[config.mk]
export PLATFORM = sky130hd
export DESIGN_NAME = bmp_pixel_unpacker
export DESIGN_NICKNAME = d
export VERILOG_FILES = /design/src/rtl/bmpu_pkg.sv /design/src/rtl/bmpu_front.sv /design/src/rtl/bmpu_queue.sv /design/src/rtl/bmpu_back.sv /design/src/rtl/bmp_pixel_unpacker.sv
export SDC_FILE = /design/constraint.sdc
export NUM_CORES = 2
export LEC_CHECK = 0
export BUFFER_PORTS_ARGS = -buffer_cell sky130_fd_sc_hd__buf_2
export CAP_MARGIN = 25
export CORE_MARGIN = 5
export CORE_UTILIZATION = 39
export CTS_BUF_LIST = sky130_fd_sc_hd__clkbuf_4 sky130_fd_sc_hd__clkbuf_8
export CTS_CLUSTER_SIZE = 28
export DETAILED_ROUTE_END_ITERATION = 12
export PLACE_DENSITY = 0.53
export SYNTH_ARGS = -nofsm -noshare
export SYNTH_HDL_FRONTEND = slang
export SYNTH_SLANG_ARGS = --single-unit
[constraint.sdc]
create_clock -name clk -period 22.6 [get_ports clk]
set_clock_uncertainty 0.2 [all_clocks]
set_input_delay 5.65 -clock clk [delete_from_list [all_inputs] [get_ports clk]]
set_output_delay 5.65 -clock clk [all_outputs]
set_load 0.05 [all_outputs]
[src/rtl/bmpu_pkg.sv]
// Shared types, constants and tables of the BMP pixel unpacker.
`default_nettype none

package bmpu_pkg;

	localparam int DATA_W     = 8;
	localparam int ROW_W      = 12;
	localparam int COL_W      = 12;
	localparam int CH_W       = 8;
	localparam int OUT_W      = 56;
	localparam int WORD_W     = 32;
	localparam int HELD_W     = 24;
	localparam int CFG_IDX_W  = 3;
	localparam int CFG_DATA_W = 16;
	localparam int BPP_W      = 3;
	localparam int DIM_W      = 13;
	localparam int MASK_W     = 16;
	localparam int TZ_W       = 4;
	localparam int NBITS_W    = 5;
	localparam int RECIP_W    = 24;
	localparam int PROD_W     = MASK_W + RECIP_W;
	localparam int NUM_CH     = 3;

	localparam int QUEUE_DEPTH = 4;
	localparam int QPTR_W      = $clog2(QUEUE_DEPTH);
	localparam int QCNT_W      = $clog2(QUEUE_DEPTH + 1);

	localparam logic [CH_W-1:0] CH_FULL = 8'hFF;

	localparam logic [BPP_W-1:0]  BPP_MIN   = 3'd2;
	localparam logic [BPP_W-1:0]  BPP_RGB   = 3'd3;
	localparam logic [BPP_W-1:0]  BPP_MAX   = 3'd4;
	localparam logic [BPP_W-1:0]  BPP_RST   = 3'd3;
	localparam logic [DIM_W-1:0]  WIDTH_RST = 13'd1;
	localparam logic [DIM_W-1:0]  HEIGHT_RST = 13'd1;
	localparam logic [MASK_W-1:0] RED_RST   = 16'h7C00;
	localparam logic [MASK_W-1:0] GREEN_RST = 16'h03E0;
	localparam logic [MASK_W-1:0] BLUE_RST  = 16'h001F;

	typedef enum logic [CFG_IDX_W-1:0] {
		REG_BPP        = 3'd0,
		REG_WIDTH      = 3'd1,
		REG_HEIGHT     = 3'd2,
		REG_BOTTOM_UP  = 3'd3,
		REG_RED_MASK   = 3'd4,
		REG_GREEN_MASK = 3'd5,
		REG_BLUE_MASK  = 3'd6
	} cfg_reg_t;

	typedef enum logic [1:0] {
		FMT_FIELDS = 2'd0,
		FMT_BGR    = 2'd1,
		FMT_BGRA   = 2'd2
	} fmt_t;

	typedef struct packed {
		logic [BPP_W-1:0]  bpp;
		logic [DIM_W-1:0]  width;
		logic [DIM_W-1:0]  height;
		logic              bottom_up;
		logic [MASK_W-1:0] red_mask;
		logic [MASK_W-1:0] green_mask;
		logic [MASK_W-1:0] blue_mask;
	} cfg_t;

	// One complete pixel handed from the front end to the back end.
	typedef struct packed {
		logic [WORD_W-1:0] word;
		fmt_t              fmt;
		logic [ROW_W-1:0]  row;
		logic [COL_W-1:0]  col;
		logic              last;
	} pix_req_t;

	// ceil(255 * 4^n / (2^n - 1)): floor(f * this >> 2n) equals
	// floor(f * 255 / (2^n - 1)) exactly for every f below 2^n - 1.
	function automatic logic [RECIP_W-1:0] recip(input logic [NBITS_W-1:0] nbits);
		logic [RECIP_W-1:0] r;
		case (nbits)
			5'd1:    r = 24'd1020;
			5'd2:    r = 24'd1360;
			5'd3:    r = 24'd2332;
			5'd4:    r = 24'd4352;
			5'd5:    r = 24'd8424;
			5'd6:    r = 24'd16580;
			5'd7:    r = 24'd32898;
			5'd8:    r = 24'd65536;
			5'd9:    r = 24'd130816;
			5'd10:   r = 24'd261376;
			5'd11:   r = 24'd522496;
			5'd12:   r = 24'd1044736;
			5'd13:   r = 24'd2089216;
			5'd14:   r = 24'd4178176;
			5'd15:   r = 24'd8356096;
			5'd16:   r = 24'd16711936;
			default: r = '0;
		endcase
		return r;
	endfunction

endpackage

`default_nettype wire

[src/rtl/bmpu_front.sv]
// Front end: byte assembly, row padding and pixel position counting.
`default_nettype none

module bmpu_front #(
	parameter int MAX_WIDTH  = 4096,
	parameter int MAX_HEIGHT = 4096
) (
	input  wire                              clk,
	input  wire                              arst_n,
	input  bmpu_pkg::cfg_t                   cfg,
	input  wire                              in_valid,
	output logic                             in_ready,
	input  wire  [bmpu_pkg::DATA_W-1:0]      in_byte,
	input  wire                              q_full,
	output logic                             push,
	output bmpu_pkg::pix_req_t               push_data
);

	localparam int WW   = $clog2(MAX_WIDTH + 1);
	localparam int HW   = $clog2(MAX_HEIGHT + 1);
	localparam int CW   = (MAX_WIDTH > 1) ? $clog2(MAX_WIDTH) : 1;
	localparam int RC   = (MAX_HEIGHT > 1) ? $clog2(MAX_HEIGHT) : 1;
	localparam int WCMP = WW + 1;
	localparam int HCMP = HW + 1;
	localparam int CX   = (CW > bmpu_pkg::COL_W) ? CW : bmpu_pkg::COL_W;
	localparam int RX   = (HW > bmpu_pkg::ROW_W) ? HW : bmpu_pkg::ROW_W;

	logic [1:0]                    slot_q;
	logic [bmpu_pkg::HELD_W-1:0]   held_q;
	logic [1:0]                    pad_q;
	logic [CW-1:0]                 col_q;
	logic [RC-1:0]                 row_q;

	logic [bmpu_pkg::BPP_W-1:0]    bpp_eff;
	logic [WW-1:0]                 w_eff;
	logic [HW-1:0]                 h_eff;
	logic [bmpu_pkg::WORD_W-1:0]   word;
	logic                          accept;
	logic                          pix_done;
	logic [WCMP-1:0]               col_inc;
	logic [HCMP-1:0]               row_inc;
	logic                          col_wrap;
	logic                          row_wrap;
	logic [3:0]                    pad_prod;
	logic [1:0]                    pad_new;
	logic [RX-1:0]                 row_flip;
	logic [RX-1:0]                 row_x;
	logic [CX-1:0]                 col_x;

	assign in_ready = !q_full;
	assign accept   = in_valid && in_ready;

	always_comb begin
		if (cfg.bpp < bmpu_pkg::BPP_MIN) begin
			bpp_eff = bmpu_pkg::BPP_MIN;
		end else if (cfg.bpp > bmpu_pkg::BPP_MAX) begin
			bpp_eff = bmpu_pkg::BPP_MAX;
		end else begin
			bpp_eff = cfg.bpp;
		end
	end

	always_comb begin
		if (cfg.width == '0) begin
			w_eff = WW'(1);
		end else if (32'(cfg.width) > 32'(MAX_WIDTH)) begin
			w_eff = WW'(MAX_WIDTH);
		end else begin
			w_eff = WW'(cfg.width);
		end
	end

	always_comb begin
		if (cfg.height == '0) begin
			h_eff = HW'(1);
		end else if (32'(cfg.height) > 32'(MAX_HEIGHT)) begin
			h_eff = HW'(MAX_HEIGHT);
		end else begin
			h_eff = HW'(cfg.height);
		end
	end

	// The incoming byte lands in the lane that matches its place in the pixel.
	assign word     = {8'd0, held_q} | (32'(in_byte) << {slot_q, 3'b000});
	assign pix_done = (3'({1'b0, slot_q}) + 3'd1) >= bpp_eff;

	assign col_inc  = WCMP'(col_q) + WCMP'(1);
	assign row_inc  = HCMP'(row_q) + HCMP'(1);
	assign col_wrap = col_inc >= WCMP'(w_eff);
	assign row_wrap = row_inc >= HCMP'(h_eff);

	// Row pad is the distance of width * bytes-per-pixel to the next multiple of four.
	assign pad_prod = 4'(2'(w_eff)) * 4'(bpp_eff[1:0]);
	assign pad_new  = 2'(4'd0 - pad_prod);

	assign row_x    = RX'(row_q);
	assign col_x    = CX'(col_q);
	assign row_flip = RX'(h_eff) - RX'(1) - row_x;

	assign push = accept && (pad_q == 2'd0) && pix_done;

	always_comb begin
		push_data.word = word;
		push_data.row  = cfg.bottom_up ? row_flip[bmpu_pkg::ROW_W-1:0]
		                               : row_x[bmpu_pkg::ROW_W-1:0];
		push_data.col  = col_x[bmpu_pkg::COL_W-1:0];
		push_data.last = col_wrap && row_wrap;
		case (bpp_eff)
			bmpu_pkg::BPP_MIN: push_data.fmt = bmpu_pkg::FMT_FIELDS;
			bmpu_pkg::BPP_RGB: push_data.fmt = bmpu_pkg::FMT_BGR;
			default:           push_data.fmt = bmpu_pkg::FMT_BGRA;
		endcase
	end

	always_ff @(posedge clk or negedge arst_n) begin
		if (!arst_n) begin
			slot_q <= '0;
			held_q <= '0;
			pad_q  <= '0;
			col_q  <= '0;
			row_q  <= '0;
		end else if (accept) begin
			if (pad_q != 2'd0) begin
				pad_q <= pad_q - 2'd1;
			end else if (!pix_done) begin
				held_q <= word[bmpu_pkg::HELD_W-1:0];
				slot_q <= slot_q + 2'd1;
			end else begin
				slot_q <= '0;
				held_q <= '0;
				if (col_wrap) begin
					col_q <= '0;
					pad_q <= pad_new;
					if (row_wrap) begin
						row_q <= '0;
					end else begin
						row_q <= row_q + RC'(1);
					end
				end else begin
					col_q <= col_q + CW'(1);
				end
			end
		end
	end

endmodule

`default_nettype wire

[src/rtl/bmpu_queue.sv]
// Short first-in first-out queue of completed pixels between front and back end.
`default_nettype none

module bmpu_queue (
	input  wire                 clk,
	input  wire                 arst_n,
	input  wire                 push,
	input  bmpu_pkg::pix_req_t  push_data,
	output logic                full,
	input  wire                 pop,
	output bmpu_pkg::pix_req_t  pop_data,
	output logic                empty
);

	bmpu_pkg::pix_req_t              entry_q [bmpu_pkg::QUEUE_DEPTH];
	logic [bmpu_pkg::QPTR_W-1:0]     wr_ptr_q;
	logic [bmpu_pkg::QPTR_W-1:0]     rd_ptr_q;
	logic [bmpu_pkg::QCNT_W-1:0]     count_q;
	logic                            do_push;
	logic                            do_pop;

	assign full     = count_q == bmpu_pkg::QCNT_W'(bmpu_pkg::QUEUE_DEPTH);
	assign empty    = count_q == '0;
	assign do_push  = push && !full;
	assign do_pop   = pop && !empty;
	assign pop_data = entry_q[rd_ptr_q];

	always_ff @(posedge clk) begin
		if (do_push) begin
			entry_q[wr_ptr_q] <= push_data;
		end
	end

	always_ff @(posedge clk or negedge arst_n) begin
		if (!arst_n) begin
			wr_ptr_q <= '0;
			rd_ptr_q <= '0;
			count_q  <= '0;
		end else begin
			if (do_push) begin
				wr_ptr_q <= wr_ptr_q + bmpu_pkg::QPTR_W'(1);
			end
			if (do_pop) begin
				rd_ptr_q <= rd_ptr_q + bmpu_pkg::QPTR_W'(1);
			end
			if (do_push && !do_pop) begin
				count_q <= count_q + bmpu_pkg::QCNT_W'(1);
			end else if (do_pop && !do_push) begin
				count_q <= count_q - bmpu_pkg::QCNT_W'(1);
			end
		end
	end

endmodule

`default_nettype wire

[src/rtl/bmpu_back.sv]
// Back end: three-stage channel extraction and scaling with the output register.
`default_nettype none

module bmpu_back (
	input  wire                              clk,
	input  wire                              arst_n,
	input  bmpu_pkg::cfg_t                   cfg,
	input  wire                              in_valid,
	output logic                             pop,
	input  bmpu_pkg::pix_req_t               in_data,
	output logic                             out_valid,
	input  wire                              out_ready,
	output logic [bmpu_pkg::OUT_W-1:0]       out_data,
	output logic                             out_last
);

	localparam int SH_W = bmpu_pkg::NBITS_W + 1;

	function automatic logic [bmpu_pkg::TZ_W-1:0] trail_zeros(
		input logic [bmpu_pkg::MASK_W-1:0] m
	);
		logic [bmpu_pkg::TZ_W-1:0] t;
		t = '0;
		for (int i = bmpu_pkg::MASK_W - 1; i >= 0; i--) begin
			if (m[i]) begin
				t = bmpu_pkg::TZ_W'(i);
			end
		end
		return t;
	endfunction

	// Per-channel constants derived from the masks, refreshed every cycle.
	logic [bmpu_pkg::MASK_W-1:0]  mask_in  [bmpu_pkg::NUM_CH];
	logic [bmpu_pkg::MASK_W-1:0]  mask_eff [bmpu_pkg::NUM_CH];
	logic [bmpu_pkg::NBITS_W-1:0] nb_in    [bmpu_pkg::NUM_CH];
	logic [bmpu_pkg::MASK_W-1:0]  mask_q   [bmpu_pkg::NUM_CH];
	logic [bmpu_pkg::TZ_W-1:0]    tz_q     [bmpu_pkg::NUM_CH];
	logic [bmpu_pkg::NBITS_W-1:0] nb_q     [bmpu_pkg::NUM_CH];
	logic [bmpu_pkg::MASK_W-1:0]  lim_q    [bmpu_pkg::NUM_CH];
	logic [bmpu_pkg::RECIP_W-1:0] rcp_q    [bmpu_pkg::NUM_CH];

	logic                         en;
	logic                         vld_s1, vld_s2, vld_s3;

	logic [bmpu_pkg::MASK_W-1:0]  field    [bmpu_pkg::NUM_CH];
	logic [bmpu_pkg::MASK_W-1:0]  field_s1 [bmpu_pkg::NUM_CH];
	logic                         sat_s1   [bmpu_pkg::NUM_CH];
	logic [bmpu_pkg::PROD_W-1:0]  prod_s2  [bmpu_pkg::NUM_CH];
	logic                         sat_s2   [bmpu_pkg::NUM_CH];
	logic [bmpu_pkg::PROD_W-1:0]  quot     [bmpu_pkg::NUM_CH];
	logic [bmpu_pkg::CH_W-1:0]    chan     [bmpu_pkg::NUM_CH];

	logic [bmpu_pkg::WORD_W-1:0]  word_s1, word_s2;
	bmpu_pkg::fmt_t               fmt_s1, fmt_s2;
	logic [bmpu_pkg::ROW_W-1:0]   row_s1, row_s2;
	logic [bmpu_pkg::COL_W-1:0]   col_s1, col_s2;
	logic                         last_s1, last_s2, last_s3;
	logic [bmpu_pkg::CH_W-1:0]    alpha;
	logic [bmpu_pkg::OUT_W-1:0]   data_s3;

	assign mask_in[0] = cfg.red_mask;
	assign mask_in[1] = cfg.green_mask;
	assign mask_in[2] = cfg.blue_mask;

	always_comb begin
		for (int c = 0; c < bmpu_pkg::NUM_CH; c++) begin
			mask_eff[c] = (mask_in[c] == '0) ? bmpu_pkg::MASK_W'(1) : mask_in[c];
			nb_in[c]    = bmpu_pkg::NBITS_W'($countones(mask_eff[c]));
		end
	end

	always_ff @(posedge clk) begin
		for (int c = 0; c < bmpu_pkg::NUM_CH; c++) begin
			mask_q[c] <= mask_eff[c];
			tz_q[c]   <= trail_zeros(mask_eff[c]);
			nb_q[c]   <= nb_in[c];
			lim_q[c]  <= bmpu_pkg::MASK_W'((17'd1 << nb_in[c]) - 17'd1);
			rcp_q[c]  <= bmpu_pkg::recip(nb_in[c]);
		end
	end

	// The whole pipeline moves together; it holds only while a result waits.
	assign en  = !vld_s3 || out_ready;
	assign pop = en && in_valid;

	always_comb begin
		for (int c = 0; c < bmpu_pkg::NUM_CH; c++) begin
			field[c] = (in_data.word[bmpu_pkg::MASK_W-1:0] & mask_q[c]) >> tz_q[c];
		end
	end

	always_comb begin
		for (int c = 0; c < bmpu_pkg::NUM_CH; c++) begin
			quot[c] = prod_s2[c] >> SH_W'({nb_q[c], 1'b0});
			chan[c] = sat_s2[c] ? bmpu_pkg::CH_FULL : quot[c][bmpu_pkg::CH_W-1:0];
		end
		alpha = bmpu_pkg::CH_FULL;
		case (fmt_s2)
			bmpu_pkg::FMT_FIELDS: begin
			end
			bmpu_pkg::FMT_BGR: begin
				chan[0] = word_s2[23:16];
				chan[1] = word_s2[15:8];
				chan[2] = word_s2[7:0];
			end
			bmpu_pkg::FMT_BGRA: begin
				chan[0] = word_s2[23:16];
				chan[1] = word_s2[15:8];
				chan[2] = word_s2[7:0];
				alpha   = word_s2[31:24];
			end
			default: begin
			end
		endcase
	end

	always_ff @(posedge clk or negedge arst_n) begin
		if (!arst_n) begin
			vld_s1 <= 1'b0;
			vld_s2 <= 1'b0;
			vld_s3 <= 1'b0;
		end else if (en) begin
			vld_s1 <= in_valid;
			vld_s2 <= vld_s1;
			vld_s3 <= vld_s2;
		end
	end

	always_ff @(posedge clk) begin
		if (en) begin
			word_s1 <= in_data.word;
			fmt_s1  <= in_data.fmt;
			row_s1  <= in_data.row;
			col_s1  <= in_data.col;
			last_s1 <= in_data.last;
			for (int c = 0; c < bmpu_pkg::NUM_CH; c++) begin
				field_s1[c] <= field[c];
				sat_s1[c]   <= field[c] >= lim_q[c];
			end

			word_s2 <= word_s1;
			fmt_s2  <= fmt_s1;
			row_s2  <= row_s1;
			col_s2  <= col_s1;
			last_s2 <= last_s1;
			for (int c = 0; c < bmpu_pkg::NUM_CH; c++) begin
				prod_s2[c] <= bmpu_pkg::PROD_W'(field_s1[c]) * bmpu_pkg::PROD_W'(rcp_q[c]);
				sat_s2[c]  <= sat_s1[c];
			end

			data_s3 <= {alpha, chan[2], chan[1], chan[0], col_s2, row_s2};
			last_s3 <= last_s2;
		end
	end

	assign out_valid = vld_s3;
	assign out_data  = data_s3;
	assign out_last  = last_s3;

endmodule

`default_nettype wire

[src/rtl/bmp_pixel_unpacker.sv]
// Top level of the BMP pixel unpacker: configuration registers and the front/back split.
`default_nettype none

// The unpacker takes the bytes of a BMP pixel array, one byte per request on
// the slave stream, row padding included, and gives one RGBA pixel per
// request on the master stream after the last byte of each pixel. Pixels of
// 2 bytes are split by the red, green and blue bitfield masks and each field
// is scaled to 8 bits as floor(field * 255 / (2^bits - 1)), saturating at
// 255; pixels of 3 bytes are B, G, R and of 4 bytes B, G, R, A. Alpha is 255
// unless the pixel has 4 bytes. Bottom-up images get their rows flipped, and
// tlast marks the final pixel of the image, after which the position
// counters start over. The input stream takes one byte every cycle while the
// four-entry pixel queue between the front end and the back end has room,
// so the sustained rate is one byte per clock; the front end counts bytes,
// pad and position and pushes a completed pixel into the queue in the
// same cycle as its last byte is taken; the pixel then passes three
// back-end stages (mask and shift, one 16x24 multiply per channel, final
// shift and saturate into the output register). Only a held result stalls
// the back end, and the front end keeps taking bytes until the queue
// fills. Configuration writes are taken in every cycle and must be made
// while no pixel is in flight; registers take effect at once and the
// position counters are kept.
module bmp_pixel_unpacker #(
	parameter int MAX_WIDTH  = 4096,
	parameter int MAX_HEIGHT = 4096
) (
	input  wire                                 clk,
	input  wire                                 arst_n,
	// Configuration write channel: register index and write data.
	input  wire                                 cfg_valid,
	output logic                                cfg_ready,
	input  wire  [bmpu_pkg::CFG_IDX_W-1:0]      cfg_index,
	input  wire  [bmpu_pkg::CFG_DATA_W-1:0]     cfg_data,
	// Byte stream in.
	input  wire                                 s_axis_tvalid,
	output logic                                s_axis_tready,
	input  wire  [bmpu_pkg::DATA_W-1:0]         s_axis_tdata,  // [7:0] data_byte
	// Pixel stream out.
	output logic                                m_axis_tvalid,
	input  wire                                 m_axis_tready,
	// [11:0] pixel_row, [23:12] pixel_col, [31:24] red, [39:32] green,
	// [47:40] blue, [55:48] alpha
	output logic [bmpu_pkg::OUT_W-1:0]          m_axis_tdata,
	output logic                                m_axis_tlast   // last_pixel
);

	bmpu_pkg::cfg_t     cfg_q;
	logic               q_push;
	bmpu_pkg::pix_req_t q_push_data;
	logic               q_full;
	logic               q_pop;
	bmpu_pkg::pix_req_t q_pop_data;
	logic               q_empty;

	// Register writes are never refused. An index past the last register is
	// accepted and dropped.
	assign cfg_ready = 1'b1;

	always_ff @(posedge clk or negedge arst_n) begin
		if (!arst_n) begin
			cfg_q.bpp        <= bmpu_pkg::BPP_RST;
			cfg_q.width      <= bmpu_pkg::WIDTH_RST;
			cfg_q.height     <= bmpu_pkg::HEIGHT_RST;
			cfg_q.bottom_up  <= 1'b1;
			cfg_q.red_mask   <= bmpu_pkg::RED_RST;
			cfg_q.green_mask <= bmpu_pkg::GREEN_RST;
			cfg_q.blue_mask  <= bmpu_pkg::BLUE_RST;
		end else if (cfg_valid && cfg_ready) begin
			case (bmpu_pkg::cfg_reg_t'(cfg_index))
				bmpu_pkg::REG_BPP:        cfg_q.bpp        <= cfg_data[bmpu_pkg::BPP_W-1:0];
				bmpu_pkg::REG_WIDTH:      cfg_q.width      <= cfg_data[bmpu_pkg::DIM_W-1:0];
				bmpu_pkg::REG_HEIGHT:     cfg_q.height     <= cfg_data[bmpu_pkg::DIM_W-1:0];
				bmpu_pkg::REG_BOTTOM_UP:  cfg_q.bottom_up  <= cfg_data[0];
				bmpu_pkg::REG_RED_MASK:   cfg_q.red_mask   <= cfg_data;
				bmpu_pkg::REG_GREEN_MASK: cfg_q.green_mask <= cfg_data;
				bmpu_pkg::REG_BLUE_MASK:  cfg_q.blue_mask  <= cfg_data;
				default: begin
				end
			endcase
		end
	end

	// The front end assembles bytes into pixels, skips the row pad and tags
	// each pixel with its output position and its format.
	bmpu_front #(
		.MAX_WIDTH  (MAX_WIDTH),
		.MAX_HEIGHT (MAX_HEIGHT)
	) u_front (
		.clk       (clk),
		.arst_n    (arst_n),
		.cfg       (cfg_q),
		.in_valid  (s_axis_tvalid),
		.in_ready  (s_axis_tready),
		.in_byte   (s_axis_tdata),
		.q_full    (q_full),
		.push      (q_push),
		.push_data (q_push_data)
	);

	// The queue lets the front end keep taking bytes while a result waits.
	bmpu_queue u_queue (
		.clk       (clk),
		.arst_n    (arst_n),
		.push      (q_push),
		.push_data (q_push_data),
		.full      (q_full),
		.pop       (q_pop),
		.pop_data  (q_pop_data),
		.empty     (q_empty)
	);

	// The back end turns each queued pixel into 8-bit channels.
	bmpu_back u_back (
		.clk       (clk),
		.arst_n    (arst_n),
		.cfg       (cfg_q),
		.in_valid  (!q_empty),
		.pop       (q_pop),
		.in_data   (q_pop_data),
		.out_valid (m_axis_tvalid),
		.out_ready (m_axis_tready),
		.out_data  (m_axis_tdata),
		.out_last  (m_axis_tlast)
	);

endmodule

`default_nettype wire

* Word level (Yosys, flattened, before mapping)
Memories as Yosys holds them, arrays and structs flattened. Index checks and enable logic that the tools add are counted.
Storage, ports and cells: bits of input ports 32, memory bits (read-only) 2208, flip-flop bits (word level) 315, memory bits (writable) 605, output and inout bits 60, memories 13, word-level logic and storage cells 261
Cells by class: multiply operators 4, bitwise operators 5, muxes and demuxes 76, reductions and logical operators 39, shifts and indexed selects 10, equality and inequality tests 11, add/sub/neg operators 62, magnitude comparators 10
Memory list:
- (name not given) | words 32, width 23, rd ports 1, clocked after memory_dff 0, write ports 0, RTL line bmpu_pkg.sv:79 | case (nbits)
- (name not given) | words 32, width 23, rd ports 1, clocked after memory_dff 0, write ports 0, RTL line bmpu_pkg.sv:79
- (name not given) | words 32, width 23, rd ports 1, clocked after memory_dff 0, write ports 0, RTL line bmpu_pkg.sv:79
- u_queue.entry_q | words 4, width 59, rd ports 1, clocked after memory_dff 0, write ports 1, RTL line bmpu_queue.sv:15 | bmpu_pkg::pix_req_t entry_q [bmpu_pkg::QUEUE_DEPTH];
- u_back.prod_s2 | words 3, width 40, rd ports 3, clocked after memory_dff 0, write ports 3, RTL line bmpu_back.sv:48 | logic [bmpu_pkg::PROD_W-1:0] prod_s2 [bmpu_pkg::NUM_CH];
- u_back.rcp_q | words 3, width 24, rd ports 3, clocked after memory_dff 0, write ports 3, RTL line bmpu_back.sv:40 | logic [bmpu_pkg::RECIP_W-1:0] rcp_q [bmpu_pkg::NUM_CH];
- 7 more memories
Operators by type and width (number):
- 4-bit 2-to-1 mux | 48
- 16-bit by 24-bit multiplier with 40-bit output | 3
- 40-bit by 6-bit right shift with 8-bit output | 3
- 5-bit adder | 21
- 13-bit 2-to-1 mux | 4
- 1-bit by 1-bit adder with 2-bit output | 24
- 16-bit bitwise AND | 3
- 16-bit >= comparator | 3
- 16-bit logical NOT | 3
- 16-bit 2-to-1 mux | 3
- 24-bit 2-to-1 mux | 2
- 1-bit by 5-bit << shifter with 16-bit output, first input constant | 3
- 16-bit by 4-bit right shift with 16-bit output | 3
- 16-bit by 1-bit subtractor with 16-bit output, second input constant | 3
- 12-bit 2-to-1 mux | 3
- 24-bit by 32-bit OR with 32-bit output | 1
- 8-bit by 5-bit << shifter with 32-bit output | 1
- 12-bit by 1-bit adder with 13-bit output, second input constant | 2
- 13-bit greater-than comparator, second input constant | 2
- 13-bit logical NOT | 2
- 12-bit by 1-bit adder with 12-bit output, second input constant | 2
- 8-bit 2-to-1 mux | 3
- 2-bit AND reduction | 8
- 14-bit by 13-bit >= comparator with 1-bit output | 1
- other kinds (32) | 66

* Depth between registers and ports, before layout
depth after elaboration 18, mapped depth 29, mapped depth without buffers 27

* Cells and area by module
Synthesis repeated with hierarchy kept, for this count alone.
Second synthesis, totals: cell total of the unflattened synthesis 7234, area, all modules 76512.1 um2
By module, submodules not included:
- bmpu_back | cells each 6214, area each 60103.9 um2, times used 1, seq. area each 14308.7 um2
- bmpu_queue | cells each 345, area each 9009.9 um2, times used 1, seq. area each 7262.0 um2
- bmpu_front | cells each 502, area each 4259.1 um2, times used 1, seq. area each 1301.2 um2
- bmp_pixel_unpacker | cells each 173, area each 3139.3 um2, times used 1, seq. area each 1976.9 um2

* Worst setup path after synthesis
No wires, ideal clock.
kind input -> register, from input port m_axis_tready, to register u_queue.count_q[1] in the netlist's numbering, cell stages on the path 7, setup slack 6389 ps, data arrival time 15886 ps, cell sequence nand2b_1 -> o31a_1 -> inv_1 -> ha_1 -> inv_1 -> fa_1 -> mux2_2
Between the ends: longest elaborated chain between the ends 6, elaborated cells on any way between the ends 8
RTL lines:
- start: declaration | RTL line bmp_pixel_unpacker.sv:40 | input wire m_axis_tready,
- 1-bit logical OR (*) | RTL line bmpu_back.sv:83 | assign en = !vld_s3 || out_ready;
- 1-bit logical AND (*) | RTL line bmpu_back.sv:84 | assign pop = en && in_valid;
- 1-bit logical AND (*) | RTL line bmpu_queue.sv:25 | assign do_pop = pop && !empty;
- 1-bit logical NOT | RTL line bmpu_queue.sv:46 | if (do_push && !do_pop) begin
- 1-bit logical AND | RTL line bmpu_queue.sv:46
- 3-bit 2-to-1 mux or 2-bit nonzero test (tied branches)
- end signal: assignment | RTL line bmpu_queue.sv:47 | count_q <= count_q + bmpu_pkg::QCNT_W'(1);
- end signal: assignment | RTL line bmpu_queue.sv:49 | count_q <= count_q - bmpu_pkg::QCNT_W'(1);
- end: declaration | RTL line bmpu_queue.sv:18 | logic [bmpu_pkg::QCNT_W-1:0] count_q;
Mark *: on every way between the ends. The rest lies on a longest branch, timed or not. A chain may end at the register's enable or synchronous reset.

* Final worst setup path
from input port s_axis_tvalid, to memory u_queue.entry_q[2][48] in the netlist's numbering (enable)
Between the ends: longest elaborated chain between the ends 6
RTL lines:
- start: declaration | RTL line bmp_pixel_unpacker.sv:35 | input wire s_axis_tvalid,
- 1-bit logical AND | RTL line bmpu_front.sv:51 | assign accept = in_valid && in_ready;
- 1-bit logical AND (2 in a row) | RTL line bmpu_front.sv:100 | assign push = accept && (pad_q == 2'd0) && pix_done;
- 1-bit logical AND | RTL line bmpu_queue.sv:24 | assign do_push = push && !full;
- 1-bit 2-to-1 mux | RTL line bmpu_queue.sv:29 | if (do_push) begin
- 1-bit 2-to-1 mux (implied by the code) | RTL line bmpu_queue.sv:30 | entry_q[wr_ptr_q] <= push_data;
- end: declaration | RTL line bmpu_queue.sv:15
Every way passes these cells.

==> out/qor.yml <==
required_ns: 22.86
insertion_delay_ns: 0.90
fmax_ghz: 0.118
drv_cap: 0
critPathKind: "input pin to register"
drcViolationCount: 0
final_common_cell: "inv_1"
wl_per_cell_um: 19.0
drt_wl_total_um: 193000
rsz0062_at_grt: "false"
cp-end-kind: "register"
synth.distinct_cells: 83
worstMarginPinSlew_ns: 1.10
core.rowCount: 163
final_cell_mix: "1247 x inv_1, 959 x nand2_1, 911 x fa_1"
start_kind: "input pin"
first_pass_iters: 6
drtAntennaViolNets: 0
fin_crit_sh: 0.375
port_buffers: 90
synthArstFlopShare: 0.153
fin_nets: 8855
fillers: 19000
status: "finished clean"
antenna_found_initial: 8
fin_ws_ns: 14.12
synth_ff_type: "edfxtp_1"
area_growth_pct: 8.69
grt_max_degree: 85
finalMaxSlewViolations: 0
synth-seq-cells: 914
grt_pass1_vias: 54700
num_io_pins: 92
clock-root-buffer: "clkbuf_8"
cts_sinks: 914
grt_first_pass_wirelength_um: 311000
tritoncts: "built"
fp.coreArea_um2: 197000
ctsHtreeMaxLevel: 4
initial_core_util: 0.392
num_vias: 51500
synth_edf_count: 582
synth_fp_nets: 8906
yosysSeqAreaShare: 0.322
finalSetupViolations: 0
timing.final.crit_period_ns: 8.48
vias_per_cell: 5.07
post-place-ws_ns: 13.22
cts.repair.resized: 0
syn_inst: 7434
worst_ep_arrival_time_ns: 8.74
synth-warning-count: 0
drive_gt1_frac: 0.0927
ctsHoldBuffers: 0
hold_viol: 0
gr-total-overflow: 0
max_slew_margin: 0.266
syn-cell-area_um2: 77300
die_h_um: 455
hold_ws_ns: 0.196
hold_class: "register to register"
path_clk_slew_ns: 0.07
post_cts_buffers: 0
clk_path_buf_depth: 3
fp.dieW_um: 455
grt_usage: 0.190
critPathMaxFanout: 40
gp_congestion: 0.848
tns_ns: 0
dp_hpwl_um: 143000
syn_avg_cell_area_um2: 10.4
drtIter0Drc: 2787
cts_made_buffers: 157
dieArea_um2: 207000
==> path summary, 6_finish.rpt <==
kind,from,to,slack [ns],cells after the start
setup / recovery,s_axis_tvalid,u_queue.entry_q[2][48],14.12,7
hold / removal,u_back.col_s2[8],u_back.out_data[20],0.20,0
setup reg to reg,cfg_q[34],u_back.lim_q[0][11],14.85,22
hold reg to reg,u_back.col_s2[8],u_back.out_data[20],0.20,0
max in group asynchronous,arst_n,cfg_q[35],16.25,2
min in group asynchronous,arst_n,u_back.vld_s1,4.66,1
==> registers in the layout (all words and copies together), names as in the netlist, 15 cells and up <==
name             cells
cfg_q               78
u_back.lim_q        48
u_back.nb_q         15
u_back.word_s1      32
u_back.out_data     56
u_queue.entry_q    236
u_back.prod_s2     117
u_back.word_s2      32
u_back.field_s1     48
u_front.held_q      24
u_back.mask_q       48
u_back.rcp_q        69
==> synthesized netlist by cell type (all sizes together) (107+ instances only) <==
master  instances  share of area
dfxtp         192          0.050
ha            529          0.086
nand2         959          0.047
mux2i         109          0.014
mux2          120          0.017
dfrtp         120          0.039
fa            911           0.24
and2          493          0.040
inv          1248          0.061
xnor2         107          0.012
nor2          279          0.014
clkbuf        293          0.014
edfxtp        582           0.23
a21oi         225          0.015
o21ai         261          0.017
==> layout make-up <==
class | count | area, um^2 | share of cell area
repair buffers | 132 | 925 | 0.0110
clock buffers | 218 | 2740 | 0.0327
multi-input cells | 4925 | 46400 | 0.553
inverters | 1253 | 4700 | 0.0560
diodes | 4 | 10.0 | 0.000119
flip-flops and latches | 914 | 24900 | 0.296
clock inverters | 74 | 1030 | 0.0122
well taps | 2640 | 3300 | 0.0393
==> critical path: stages <==
cell	delay, ns
buf_2	0.08
nand2_1	0.08
or2_2	0.52
or3_1	0.55
inv_1	0.55
and2_2	0.63
buf_4	0.63
==> per-stage QoR <==
step | utilization | instance area (um^2) | cells
final | 0.426 | 84000 | 10200
after global routing | 0.426 | 84000 | 10200
after CTS | 0.425 | 83900 | 10200
after detailed placement | 0.406 | 80100 | 9859
after global placement | 0.406 | 80000 | 9856
after floorplan | - | 77300 | 7434
==> per-layer routing <==
| layer | global-route usage | wire, um |
|---|---|---|
| met1 | 0.269 | 89500 |
| met2 | 0.308 | 90600 |
| met3 | 0.0285 | 9220 |
| met4 | 0.0435 | 3850 |
| met5 | 0 | 34 |
==> cells by family after synthesis <==
logic type	count (synthesis)	share of synthesized area
AND/OR/NAND/NOR	2118	0.129
flip-flops	914	0.322
adder cells (fa/ha/maj)	1440	0.322
AO/OA/AOI/OAI	893	0.0727
XOR/XNOR	147	0.0167
multiplexers	326	0.0599
buffers and inverters	1595	0.0781
other	1	0.0000485
Power is not shown: default switching activity piles up to over one toggle a cycle in this logic, so the estimate is an artifact.
